$ cat src/rtl/synth_voice_allocator_unit_defines.svh
// Assertion macros shared by the voice allocator RTL.
// No dependencies; files that assert include it by name.
`ifndef SYNTH_VOICE_ALLOCATOR_UNIT_DEFINES_SVH
`define SYNTH_VOICE_ALLOCATOR_UNIT_DEFINES_SVH
`ifndef SYNTHESIS
`define SVALLOC_ASSERT_ALWAYS(label, clk, rst, cond) \
   label: assert property (@(posedge clk) disable iff (rst) (cond)) \
      else $error("voice allocator invariant violated");
`define SVALLOC_ASSERT_NEXT(label, clk, rst, ante, cons) \
   label: assert property (@(posedge clk) disable iff (rst) (ante) |=> (cons)) \
      else $error("voice allocator sequence violated");
`else
`define SVALLOC_ASSERT_ALWAYS(label, clk, rst, cond)
`define SVALLOC_ASSERT_NEXT(label, clk, rst, ante, cons)
`endif
`endif

$ cat src/rtl/svalloc_pkg.sv
// Types, codes and hash helpers for the voice allocator.
// No dependencies; used by synth_voice_allocator_unit.
package svalloc_pkg;

   typedef enum logic [2:0] {
      CMD_NOTE_ON       = 3'd0,
      CMD_NOTE_OFF      = 3'd1,
      CMD_ALL_NOTES_OFF = 3'd2,
      CMD_ALL_SOUND_OFF = 3'd3,
      CMD_RETIRE_VOICE  = 3'd4
   } cmd_type;

   localparam logic CSR_MODEL_LOADED = 1'b0;
   localparam logic CSR_MUTATION_ON  = 1'b1;

   typedef enum logic [8:0] {
      ST_IDLE       = 9'b000000001,
      ST_SCAN       = 9'b000000010,
      ST_DRAIN      = 9'b000000100,
      ST_COMMIT     = 9'b000001000,
      ST_HASH_GOLD  = 9'b000010000,
      ST_HASH_NOTE  = 9'b000100000,
      ST_HASH_VOICE = 9'b001000000,
      ST_HASH_DONE  = 9'b010000000,
      ST_SEND       = 9'b100000000
   } state_type;

   localparam logic [31:0] HASH_GOLDEN = 32'h9e3779b9;
   localparam logic [31:0] HASH_MIX    = 32'h7feb352d;
   localparam logic [3:0]  COUNT_MAX   = 4'd15;

   // Fold the upper half down before the mixing multiply.
   function automatic logic [31:0] hash_pre(input logic [31:0] x);
      return x ^ (x >> 16);
   endfunction

   // Final fold after the multiply; a zero hash is replaced by one.
   function automatic logic [31:0] hash_post(input logic [31:0] x);
      logic [31:0] y;
      y = x ^ (x >> 15);
      return (y == 32'd0) ? 32'd1 : y;
   endfunction

endpackage

$ cat src/rtl/synth_voice_allocator_unit.sv
// Polyphonic voice allocator with oldest-voice stealing.
// Depends on svalloc_pkg and synth_voice_allocator_unit_defines.svh.
//
// Usage: commands enter on the req_ channel (valid/ready) and exactly one
// result item leaves on the rsp_ channel for every command. The csr_ port
// writes model_loaded (index 0) and mutation_on (index 1).
//
// Operation: the block takes one item at a time. Note-on and note-off walk
// the voice table one slot per cycle through a single read port of the
// note/age memory and a single age comparator, then pass the drain and
// commit states. An allocating note-on then runs the seed hash: three
// passes through the one shared 32x32 multiplier (hash gold, note and voice
// states) and a final fold (hash done state). Global commands, retire and
// ignored commands go straight from idle to the send state. Input ready
// returns in the cycle the result turns valid.
//
// Reset: all voices free, age counter zero, model_loaded 0, mutation_on 1.
// The note and age memory is not cleared; its contents are only used for active voices.
// A stalled receiver holds the result in the output register; the block
// keeps working on the next item and waits only to hand over a second one.
`include "synth_voice_allocator_unit_defines.svh"

module synth_voice_allocator_unit
   import svalloc_pkg::*;
#(
   parameter int VOICE_COUNT = 8
) (
   input  logic        clock,
   input  logic        reset,
   // Command channel
   input  logic        req_valid,
   output logic        req_ready,
   input  logic [2:0]  req_command,
   input  logic [6:0]  req_note,
   input  logic [6:0]  req_velocity,
   input  logic [2:0]  req_retire_slot,
   // Result channel
   output logic        rsp_valid,
   input  logic        rsp_ready,
   output logic        rsp_accepted,
   output logic [2:0]  rsp_slot,
   output logic        rsp_stole_active,
   output logic [31:0] rsp_noise_seed,
   output logic [15:0] rsp_variation_bits,
   output logic [3:0]  rsp_active_count,
   // Register write port
   input  logic        csr_wr_en,
   input  logic        csr_addr,
   input  logic        csr_wr_data
);

   localparam int IDX_W = $clog2(VOICE_COUNT);
   localparam int CNT_W = $clog2(VOICE_COUNT + 1);
   localparam logic [IDX_W-1:0] LAST_IDX = IDX_W'(VOICE_COUNT - 1);

   // Control state
   state_type               state_ff, state_in;
   logic [IDX_W-1:0]        scan_idx_ff, scan_idx_in;
   logic                    rd_valid_ff, rd_valid_in;
   logic [IDX_W-1:0]        rd_idx_ff, rd_idx_in;
   logic                    alloc_ff, alloc_in;
   logic                    steal_ff, steal_in;
   logic [6:0]              note_ff, note_in;
   logic                    found_ff, found_in;
   logic [IDX_W-1:0]        best_idx_ff, best_idx_in;
   logic [31:0]             best_age_ff, best_age_in;
   logic                    best_rel_ff, best_rel_in;

   // Voice flags and counters
   logic [VOICE_COUNT-1:0]  active_ff, active_in;
   logic [VOICE_COUNT-1:0]  releasing_ff, releasing_in;
   logic [CNT_W-1:0]        active_cnt_ff, active_cnt_in;
   logic [31:0]             age_counter_ff, age_counter_in;

   // Hash datapath
   logic [31:0]             acc_ff, acc_in;
   logic [31:0]             nh_ff, nh_in;
   logic [31:0]             mul_a, mul_b, mul_p;

   // Pending result and output register
   logic                    res_accepted_ff, res_accepted_in;
   logic [2:0]              res_slot_ff, res_slot_in;
   logic                    res_stole_ff, res_stole_in;
   logic [31:0]             res_seed_ff, res_seed_in;
   logic [15:0]             res_var_ff, res_var_in;
   logic                    rsp_valid_ff, rsp_valid_in;
   logic                    rsp_accepted_ff, rsp_accepted_in;
   logic [2:0]              rsp_slot_ff, rsp_slot_in;
   logic                    rsp_stole_ff, rsp_stole_in;
   logic [31:0]             rsp_seed_ff, rsp_seed_in;
   logic [15:0]             rsp_var_ff, rsp_var_in;
   logic [3:0]              rsp_count_ff, rsp_count_in;

   // Configuration registers
   logic                    model_loaded_ff, model_loaded_in;
   logic                    mutation_on_ff, mutation_on_in;

   // Note and age memory: one write port, one registered read port.
   logic [6:0]              note_mem [VOICE_COUNT];
   logic [31:0]             age_mem [VOICE_COUNT];
   logic [6:0]              rd_note_ff;
   logic [31:0]             rd_age_ff;
   logic                    mem_we;

   // Scan compare signals
   logic                    r_act, r_rel, age_less, eligible, better, take;
   logic [IDX_W-1:0]        retire_idx;
   logic [31:0]             age_inc, vh;

   assign mem_we  = (state_ff == ST_COMMIT) && alloc_ff;
   assign age_inc = age_counter_ff + 32'd1;

   always_ff @(posedge clock) begin
      if (mem_we) begin
         note_mem[best_idx_ff] <= note_ff;
         age_mem[best_idx_ff]  <= age_inc;
      end
      rd_note_ff <= note_mem[scan_idx_ff];
      rd_age_ff  <= age_mem[scan_idx_ff];
   end

   // Shared multiplier; the sequencer picks its operands.
   always_comb begin
      case (state_ff)
         ST_HASH_GOLD:  mul_a = 32'(note_ff) + 32'd1;
         ST_HASH_VOICE: mul_a = hash_pre(hash_post(acc_ff) ^ age_counter_ff);
         default:       mul_a = hash_pre(acc_ff);
      endcase
      mul_b = (state_ff == ST_HASH_GOLD) ? HASH_GOLDEN : HASH_MIX;
   end
   assign mul_p = mul_a * mul_b;

   assign vh = hash_post(acc_ff);

   // One slot of the table is judged per cycle against the best so far.
   always_comb begin
      r_act    = active_ff[rd_idx_ff];
      r_rel    = releasing_ff[rd_idx_ff];
      age_less = rd_age_ff < best_age_ff;
      if (!alloc_ff) begin
         // Note-off: oldest held voice with a matching note.
         eligible = r_act && !r_rel && (rd_note_ff == note_ff);
         better   = !found_ff || age_less;
      end else if (!steal_ff) begin
         // Free slot exists: the lowest free one wins.
         eligible = !r_act;
         better   = !found_ff;
      end else begin
         // Steal: releasing beats held, then the oldest stamp.
         eligible = 1'b1;
         better   = !found_ff || (r_rel && !best_rel_ff) ||
                    ((r_rel == best_rel_ff) && age_less);
      end
      take = rd_valid_ff && eligible && better;
   end

   assign retire_idx = IDX_W'(req_retire_slot);

   always_comb begin
      state_in        = state_ff;
      scan_idx_in     = scan_idx_ff;
      rd_valid_in     = (state_ff == ST_SCAN);
      rd_idx_in       = scan_idx_ff;
      alloc_in        = alloc_ff;
      steal_in        = steal_ff;
      note_in         = note_ff;
      found_in        = found_ff;
      best_idx_in     = best_idx_ff;
      best_age_in     = best_age_ff;
      best_rel_in     = best_rel_ff;
      active_in       = active_ff;
      releasing_in    = releasing_ff;
      active_cnt_in   = active_cnt_ff;
      age_counter_in  = age_counter_ff;
      acc_in          = acc_ff;
      nh_in           = nh_ff;
      res_accepted_in = res_accepted_ff;
      res_slot_in     = res_slot_ff;
      res_stole_in    = res_stole_ff;
      res_seed_in     = res_seed_ff;
      res_var_in      = res_var_ff;
      rsp_valid_in    = rsp_valid_ff;
      rsp_accepted_in = rsp_accepted_ff;
      rsp_slot_in     = rsp_slot_ff;
      rsp_stole_in    = rsp_stole_ff;
      rsp_seed_in     = rsp_seed_ff;
      rsp_var_in      = rsp_var_ff;
      rsp_count_in    = rsp_count_ff;
      model_loaded_in = model_loaded_ff;
      mutation_on_in  = mutation_on_ff;

      if (csr_wr_en) begin
         unique case (csr_addr)
            CSR_MODEL_LOADED: model_loaded_in = csr_wr_data;
            CSR_MUTATION_ON:  mutation_on_in  = csr_wr_data;
         endcase
      end

      if (rsp_valid_ff && rsp_ready) begin
         rsp_valid_in = 1'b0;
      end

      if (take) begin
         found_in    = 1'b1;
         best_idx_in = rd_idx_ff;
         best_age_in = rd_age_ff;
         best_rel_in = r_rel;
      end

      unique case (state_ff)
         ST_IDLE: begin
            if (req_valid) begin
               note_in         = req_note;
               found_in        = 1'b0;
               scan_idx_in     = '0;
               res_accepted_in = 1'b0;
               res_slot_in     = 3'd0;
               res_stole_in    = 1'b0;
               res_seed_in     = 32'd0;
               res_var_in      = 16'd0;
               state_in        = ST_SEND;
               unique case (req_command)
                  CMD_NOTE_ON: begin
                     if (model_loaded_ff) begin
                        // Zero velocity is treated as a note-off.
                        alloc_in = (req_velocity != 7'd0);
                        steal_in = &active_ff;
                        state_in = ST_SCAN;
                     end
                  end
                  CMD_NOTE_OFF: begin
                     alloc_in = 1'b0;
                     state_in = ST_SCAN;
                  end
                  CMD_ALL_NOTES_OFF: begin
                     releasing_in    = releasing_ff | active_ff;
                     res_accepted_in = 1'b1;
                  end
                  CMD_ALL_SOUND_OFF: begin
                     active_in       = '0;
                     releasing_in    = '0;
                     active_cnt_in   = '0;
                     res_accepted_in = 1'b1;
                  end
                  CMD_RETIRE_VOICE: begin
                     if ((32'(req_retire_slot) < VOICE_COUNT) &&
                         active_ff[retire_idx] && releasing_ff[retire_idx]) begin
                        active_in[retire_idx]    = 1'b0;
                        releasing_in[retire_idx] = 1'b0;
                        active_cnt_in            = active_cnt_ff - CNT_W'(1);
                        res_accepted_in          = 1'b1;
                        res_slot_in              = req_retire_slot;
                     end
                  end
                  default: begin
                     res_accepted_in = 1'b0;
                  end
               endcase
            end
         end
         ST_SCAN: begin
            scan_idx_in = scan_idx_ff + IDX_W'(1);
            if (scan_idx_ff == LAST_IDX) begin
               state_in = ST_DRAIN;
            end
         end
         ST_DRAIN: begin
            state_in = ST_COMMIT;
         end
         ST_COMMIT: begin
            if (alloc_ff) begin
               res_accepted_in           = 1'b1;
               res_slot_in               = 3'(best_idx_ff);
               res_stole_in              = active_ff[best_idx_ff];
               if (!active_ff[best_idx_ff]) begin
                  active_cnt_in = active_cnt_ff + CNT_W'(1);
               end
               active_in[best_idx_ff]    = 1'b1;
               releasing_in[best_idx_ff] = 1'b0;
               age_counter_in            = age_inc;
               state_in                  = ST_HASH_GOLD;
            end else begin
               if (found_ff) begin
                  releasing_in[best_idx_ff] = 1'b1;
                  res_accepted_in           = 1'b1;
                  res_slot_in               = 3'(best_idx_ff);
               end
               state_in = ST_SEND;
            end
         end
         ST_HASH_GOLD: begin
            acc_in   = mul_p;
            state_in = ST_HASH_NOTE;
         end
         ST_HASH_NOTE: begin
            acc_in   = mul_p;
            state_in = ST_HASH_VOICE;
         end
         ST_HASH_VOICE: begin
            nh_in    = hash_post(acc_ff);
            acc_in   = mul_p;
            state_in = ST_HASH_DONE;
         end
         ST_HASH_DONE: begin
            res_seed_in = mutation_on_ff ? vh : nh_ff;
            res_var_in  = vh[15:0];
            state_in    = ST_SEND;
         end
         ST_SEND: begin
            if (!rsp_valid_ff || rsp_ready) begin
               rsp_valid_in    = 1'b1;
               rsp_accepted_in = res_accepted_ff;
               rsp_slot_in     = res_slot_ff;
               rsp_stole_in    = res_stole_ff;
               rsp_seed_in     = res_seed_ff;
               rsp_var_in      = res_var_ff;
               rsp_count_in    = (32'(active_cnt_ff) > 32'(COUNT_MAX)) ?
                                 COUNT_MAX : 4'(active_cnt_ff);
               state_in        = ST_IDLE;
            end
         end
         default: begin
            state_in = ST_IDLE;
         end
      endcase
   end

   always_ff @(posedge clock) begin
      if (reset) begin
         state_ff        <= ST_IDLE;
         rd_valid_ff     <= 1'b0;
         active_ff       <= '0;
         releasing_ff    <= '0;
         active_cnt_ff   <= '0;
         age_counter_ff  <= 32'd0;
         rsp_valid_ff    <= 1'b0;
         model_loaded_ff <= 1'b0;
         mutation_on_ff  <= 1'b1;
      end else begin
         state_ff        <= state_in;
         rd_valid_ff     <= rd_valid_in;
         active_ff       <= active_in;
         releasing_ff    <= releasing_in;
         active_cnt_ff   <= active_cnt_in;
         age_counter_ff  <= age_counter_in;
         rsp_valid_ff    <= rsp_valid_in;
         model_loaded_ff <= model_loaded_in;
         mutation_on_ff  <= mutation_on_in;
      end
      scan_idx_ff     <= scan_idx_in;
      rd_idx_ff       <= rd_idx_in;
      alloc_ff        <= alloc_in;
      steal_ff        <= steal_in;
      note_ff         <= note_in;
      found_ff        <= found_in;
      best_idx_ff     <= best_idx_in;
      best_age_ff     <= best_age_in;
      best_rel_ff     <= best_rel_in;
      acc_ff          <= acc_in;
      nh_ff           <= nh_in;
      res_accepted_ff <= res_accepted_in;
      res_slot_ff     <= res_slot_in;
      res_stole_ff    <= res_stole_in;
      res_seed_ff     <= res_seed_in;
      res_var_ff      <= res_var_in;
      rsp_accepted_ff <= rsp_accepted_in;
      rsp_slot_ff     <= rsp_slot_in;
      rsp_stole_ff    <= rsp_stole_in;
      rsp_seed_ff     <= rsp_seed_in;
      rsp_var_ff      <= rsp_var_in;
      rsp_count_ff    <= rsp_count_in;
   end

   assign req_ready          = (state_ff == ST_IDLE);
   assign rsp_valid          = rsp_valid_ff;
   assign rsp_accepted       = rsp_accepted_ff;
   assign rsp_slot           = rsp_slot_ff;
   assign rsp_stole_active   = rsp_stole_ff;
   assign rsp_noise_seed     = rsp_seed_ff;
   assign rsp_variation_bits = rsp_var_ff;
   assign rsp_active_count   = rsp_count_ff;

   // A releasing voice is always an active one.
   `SVALLOC_ASSERT_ALWAYS(a_rel_in_active, clock, reset, (releasing_ff & ~active_ff) == '0)
   // The running voice count tracks the active flags.
   `SVALLOC_ASSERT_ALWAYS(a_count_match, clock, reset, $countones(active_ff) == 32'(active_cnt_ff))
   // An allocating note-on leaves its slot held and sounding.
   `SVALLOC_ASSERT_NEXT(a_alloc_held, clock, reset, mem_we, active_ff[best_idx_ff] && !releasing_ff[best_idx_ff])
   // The age counter only moves when a voice is stamped.
   `SVALLOC_ASSERT_NEXT(a_age_stable, clock, reset, !mem_we, $stable(age_counter_ff))

endmodule

$ cat config.mk
export PLATFORM = sky130hd
export DESIGN_NAME = synth_voice_allocator_unit
export DESIGN_NICKNAME = d
export VERILOG_FILES = /design/src/rtl/svalloc_pkg.sv /design/src/rtl/synth_voice_allocator_unit.sv
export VERILOG_INCLUDE_DIRS = /design/src /design/src/rtl
export SDC_FILE = /design/constraint.sdc
export NUM_CORES = 2
export LEC_CHECK = 0
export BUFFER_PORTS_ARGS = -buffer_cell sky130_fd_sc_hd__buf_4
export CELL_PAD_IN_SITES_DETAIL_PLACEMENT = 0
export CELL_PAD_IN_SITES_GLOBAL_PLACEMENT = 2
export CORE_AREA = 2 2 313 315
export CTS_CLUSTER_DIAMETER = 120
export DETAILED_ROUTE_END_ITERATION = 8
export DIE_AREA = 0 0 315 317
export PLACE_DENSITY = 0.68
export SLEW_MARGIN = 20
export SYNTH_ARGS = -nofsm -noshare
export SYNTH_HDL_FRONTEND = slang
export SYNTH_SLANG_ARGS = --single-unit
$ cat constraint.sdc
create_clock -name clock -period 10.2 [get_ports clock]
set_input_delay 1.02 -clock clock [delete_from_list [all_inputs] [get_ports clock]]
set_output_delay 1.02 -clock clock [all_outputs]
set_load 0.05 [all_outputs]
; ---- Word level (Yosys, flattened, before mapping)
; Memories as Yosys holds them, arrays and structs flattened. A register that Yosys moved wholly into a read port is not among the register bits.
; Cells that the tools add are included.
[totals]
mem_bits_ro = 0
ramBits = 312
input_bits = 27
ff_bits = 291
latch_bits = 0
memories = 2
[mem_list]
columns = memory, words, width, rd, rd_clocked_by_memory_dff, wr, line_no
row1 = age_mem, 8, 32, 1, 1, 1, synth_voice_allocator_unit.sv:100  ; logic [31:0] age_mem [VOICE_COUNT];
row2 = note_mem, 8, 7, 1, 1, 1, synth_voice_allocator_unit.sv:99  ; logic [6:0] note_mem [VOICE_COUNT];
[op_classes]
bitwise_logic = 13
multipliers = 1
reduce_logical = 45
n_mux = 77
eq_ne = 26
shifts = 0
magnitude_cmp = 6
div = 0
add_sub_neg = 5
[ops]
columns = operator, n
row1 = 32-bit two-way mux, 4
row2 = 32-bit one-hot mux with 2 select lines, 2
row3 = 9-bit one-hot mux with 9 select lines, 1
row4 = 32-bit by 16-bit bitwise XOR with 32-bit output, 2
row5 = 8-bit two-way mux, 7
row6 = 8-bit one-hot mux with 2 select lines, 3
row7 = 9-bit two-way mux, 5
row8 = 32-bit by 1-bit adder with 32-bit output (second input constant), 1
row9 = 32-bit zero test, 1
row10 = 32-bit less-than comparator, 1
row11 = 32-bit by 32-bit multiplier with 32-bit output, 1
row12 = 16-bit one-hot mux with 2 select lines, 1
row13 = 32-bit by 17-bit bitwise XOR with 32-bit output, 1
row14 = 32-bit bitwise XOR, 1
row15 = 1-bit two-way mux, 26
row16 = 8-bit AND, 3
row17 = 8-bit bitwise OR, 3
row18 = 8-bit one-hot mux with 3 select lines, 1
row19 = 3-bit two-way mux, 6
row20 = 9-bit one-hot mux with 2 select lines, 1
row21 = 16-bit two-way mux, 1
row22 = 4-bit two-way mux, 4
row23 = 8-bit inverter, 2
row24 = 4-bit one-hot mux with 2 select lines, 2
row25 = 44 further kinds, 93

; ---- Logic depth before layout (Yosys ltp)
[depth]
depth_word = 11
depth_mapped = 36

; ---- Worst setup path before layout
; No wires, ideal clock.
[synth_timing]
path_type = register to register
start = register state_ff[0]
end = register acc_ff[29] (data pin)
setup_slack_ns = 0.994
period_less_slack_ns = 9.206
required_ns = 9.938
path_stages_with_launch = 30
t_arrival_ns = 8.944
path_cell_list = dfxtp_1 or4_4 or4_4 buf_6 clkinv_2 buf_8 buf_6 clkbuf_1 nand2_1 o21ai_0 fa_1 ha_1 fa_1 inv_1 fa_1 inv_1 fa_1 fa_1 fa_1 fa_1 ha_1 nor2_1 nor2b_1 o21a_1 and3_1 a211oi_1 o21bai_1 a21oi_1 o21bai_1 xor2_1
[synth_between]
elab_chain_cells = 3
[synth_lines]
columns = element, line_no
row1 = from (decl), synth_voice_allocator_unit.sv:57  ; state_type state_ff, state_in;
row2 = from (signal assigned), synth_voice_allocator_unit.sv:340  ; state_ff <= state_in;
row3 = 9-bit by 7-bit equality test with 1-bit output / 9-bit by 5-bit equality test with 1-bit output (equally long branches), "synth_voice_allocator_unit.sv:124, synth_voice_allocator_unit.sv:129"
row4 = 32-bit one-hot mux with 2 select lines / 32-bit two-way mux (equally long branches), "synth_voice_allocator_unit.sv:124, synth_voice_allocator_unit.sv:129"
row5 = 32-bit by 32-bit multiplier with 32-bit output *, synth_voice_allocator_unit.sv:131  ; assign mul_p = mul_a * mul_b;
row6 = net mul_p[29], synth_voice_allocator_unit.sv:78  ; logic [31:0] mul_a, mul_b, mul_p;
row7 = to (signal assigned), synth_voice_allocator_unit.sv:359  ; acc_ff <= acc_in;
row8 = to (decl), synth_voice_allocator_unit.sv:76  ; logic [31:0] acc_ff, acc_in;
; The timed path passes the listed nets; every way through them passes the cells marked *.
; A chain may end at the register's enable or synchronous reset.

; ---- Worst setup path after layout
[layout_timing]
start = register state_ff[0]
end = register acc_ff[30] (data pin)
; Same word-level chain as after synthesis.

==> summary.md <==
| Metric | Value |
|---|---|
| Clock tree from TritonCTS | `yes` |
| Synth Instances | `2889` |
| Ys flop type | `edfxtp_1` |
| Top Layer Used | `met4` |
| Area growth from synthesis to layout | `13.45%` |
| Top achievable clock speed | `107.8 MHz` |
| Number of sinks handled by clock tree synthesis | `642` |
| Clk root buf | `clkbuf_16` |
| Max Clock Skew | `31.76 ps` |
| Instance count along the most critical hold path | `0` |
| Portion of the post-synthesis area used by sequential elements | `47.64%` |
| Overall via count from detail_route | `22.14k` |
| Crit path max fanout | `18` |
| Mean number of vias per cell | `5.058` |
| Category of the worst setup path launch point | `flip-flop` |
| Overall die width | `315 µm` |
| Period utilization | `90.93%` |
| Number of antenna-violating nets in the routed design | `0` |
| Met3 WL post-DR | `4.127 mm` |
| Number of design rule violations left after detail routing | `0` |
| Maximum number of pins on one net before global-route repair | `73` |
| Worst ir drop on vdd | `0.3120 mV` |
| Outcome | `completed` |
| Overall Global Routing Usage | `21.36%` |
| # rows | `114` |
| Total I/O pin count | `86` |
| Final net count | `3619` |
| Critical Path Slowest Stage Cell | `or4_4` |
| Endpoint class of the critical path | `flip-flop` |
| Footprint of the flip-flops and latches | `18200 µm²` |
| Final RePlAce weighted congestion | `0.8907` |
| Total negative slack for setup checks | `0 ps` |
| Count of different cell masters after synthesis | `84` |
| Skew-Pair Late Insertion Delay | `650 ps` |
| DP Wirelength | `78.74 mm` |
| Summed instance area of the synthesized netlist | `38200 µm²` |
| RSZ-0062 raised after global routing | `false` |
| Layout cells sized above 1 | `14.30%` |
| Number of global-route vias before repair | `24.10k` |
| Worst r2r path cells | `28` |
| Metal2 WL | `51.68 mm` |
| Seq cells post-synth | `642` |
| Static leakage | `0.01759 µW` |
| Die height | `317 µm` |
| Max Cap Viol | `0` |
| Placed Area | `40690 µm²` |
| HP Class | `flip-flop to flip-flop` |
| Post-detailed-routing wire length | `103.8 mm` |
| Number of filler instances in the final layout | `8731` |
| Final-report hold violation count | `0` |
| TritonCTS Buffers | `75` |
| Critical setup path kind | `flip-flop to flip-flop` |
| WL met1 | `43.75 mm` |
| Clock-pin slew of the registers on the worst-case setup and hold paths | `60 ps` |
| Worst rel slew slack | `23.83%` |
| Number of gates resized after CTS | `0` |
| Antenna violations before repair | `2` |
| Final Critical Period | `9275 ps` |
| Most frequent CP cell | `fa_1` |
| Post-Layout Inst Area | `43340 µm²` |
| Largest stage delay on the critical path | `650 ps` |
| Total die area | `99860 µm²` |
| Count of endpoints failing setup in the final report | `0` |
| DR pass1 iterations | `5` |
| Hold Slack | `417.2 ps` |
| Count of flip-flops with a built-in enable after synthesis | `534` |
| IO buf count | `85` |
| PwrDens | `201.3 nW/µm²` |
| CP arrival | `9640 ps` |
| Average wire length per cell after detail routing | `23.72 µm` |
| Area of combinational cells with multiple inputs | `18140 µm²` |
| Wire length of the first global-routing pass | `155.8 mm` |
| Slew Limit Fails | `0` |
| CTS H-Tree Depth | `3` |
| Core utilization of the finished layout | `45.01%` |
| Longest Clk Path Bufs | `3` |
| Post CTS Setup Buffer Count | `0` |
| Hold-fix buffers, CTS | `0` |
| Total overflow reported by the global router | `0` |
| Share of synthesized registers carrying an async set or reset | `0%` |
| Average instance area after synthesis | `13.22 µm²` |
| Starting density of the core | `39.67%` |
| Data required time of the worst path | `10560 ps` |
| Warning count from the yosys run | `0` |
| Core footprint | `96280 µm²` |
| DRC violation total after the first TritonRoute iteration | `1298` |
| Worst slew pin tran | `1128 ps` |
==> registers in the layout (all words and copies together), names as in the netlist, 4 cells and up, named ones only <==
register and count:
age_mem 256, note_mem 56, acc_ff 32, age_counter_ff 32, best_age_ff 32, nh_ff 32, rd_age_ff 32, res_seed_ff 32
rsp_noise_seed 32, res_var_ff 16, rsp_variation_bits 16, state_ff 9, active_ff 8, note_ff 7, rd_note_ff 7, active_cnt_ff 4
rsp_active_count 4
==> per-layer routing <==
| metal | up-vias | GRT usage (%) |
|---|---|---|
| li1 | 10170 | - |
| met1 | 11390 | 27.48 |
| met2 | 436 | 36.52 |
| met3 | 150 | 2.726 |
| met4 | 0 | 8.918 |
| met5 | - | 0 |
==> placed cells by master (no fill, tap or decap), drive strengths merged, types with 37 or more instances in the layout <==
cell and instances:
edfxtp 534, inv 435, fa 297, ha 258, nor2 155, buf 153, xnor2 139, nand2 120
dfxtp 108, o21ai 94, clkbuf 94, mux4 86, a21oi 83, xor2 78, conb 60, mux2 42
a21o 37
==> stage by stage <==
| step | worst slack [ps] | total power (µW) | instances |
|---|---|---|---|
| after floorplan | 994.1 | 5153 | 2947 |
| after global placement | 838.8 | 5941 | 4235 |
| after detailed placement | 708.7 | 5971 | 4235 |
| after CTS | 686.0 | 8826 | 4373 |
| after global routing | 281.9 | 9249 | 4374 |
| final | 925.0 | 8722 | 4377 |
==> worst paths after layout <==
kind,startpoint,to,slack [ps]
worst min register to register,res_var_ff[0],rsp_variation_bits[0],420
worst max register to register,state_ff[0],acc_ff[30],920
worst max-delay path,state_ff[0],acc_ff[30],920
worst min-delay path,res_var_ff[0],rsp_variation_bits[0],420
==> layout make-up <==
cell class / count / area share, %
Clock inverter: 44 / 1.472
Inverter: 430 / 3.727
Timing Repair Buffer: 153 / 2.679
Clock buffer: 94 / 4.565
Sequential cell: 642 / 42.00
Tap cell: 1276 / 3.684
Multi-Input combinational cell: 1735 / 41.86
Antenna cell: 3 / 0.01732
==> synthesized netlist by cell type, types with 8 or more instances <==
master    instances  area (µm²)
o21ai_0          86       430.4
nand4_1          15       93.84
mux2i_1          22       220.2
nor3_1           20       100.1
dfxtp_1         108        2162
nand2_1         119       446.7
mux4_2           86        1937
nor4_1           14       87.58
xnor2_1         138        1209
nand2b_1          9       56.30
a21oi_1          83       415.4
ha_1            258        3228
nor2b_1          16       100.1
edfxtp_1        534       16040
a211oi_1         29       217.7
xor2_1           77       674.4
fa_1            297        5946
or3_1            12       75.07
nor2_1          155       581.8
clkbuf_1        117       439.2
mux2_2           42       473.0
nand3_1          19       95.09
buf_1            13       48.80
inv_1           429        1610
a31oi_1           8       50.05
and3_1           14       87.58
o21bai_1          8       60.06
a21o_1           36       270.3
==> critical path, delay by kind of cell, from the launching register on <==
kind | cells | cell delay [ps]
adders and majority gates | 9 | 4190
and+or+nand+nor | 3 | 1610
xor gates and xnor gates | 1 | 100
buffers and inverters | 8 | 850
AOI/OAI and AO/OA | 7 | 1910
DFF | 1 | 340
==> cells by family after synthesis <==
kind of cell	after synthesis	synth area share, %
other	2	0.01966
muxes	150	6.885
adders and majority gates	555	24.02
DFF	642	47.64
AOI/OAI and AO/OA	317	5.221
and+or+nand+nor	435	5.415
buffers and inverters	570	5.729
xor gates and xnor gates	218	5.074
==> report_power, final <==
group | leakage (µW) | internal, µW | switching, µW | total (µW)
Clock | 0.00127 | 1680 | 1130 | 2810
Combinational | 0.0105 | 1230 | 1570 | 2800
Sequential | 0.00582 | 3050 | 60.9 | 3110
Note: power is estimated with default switching activity, not from simulation.
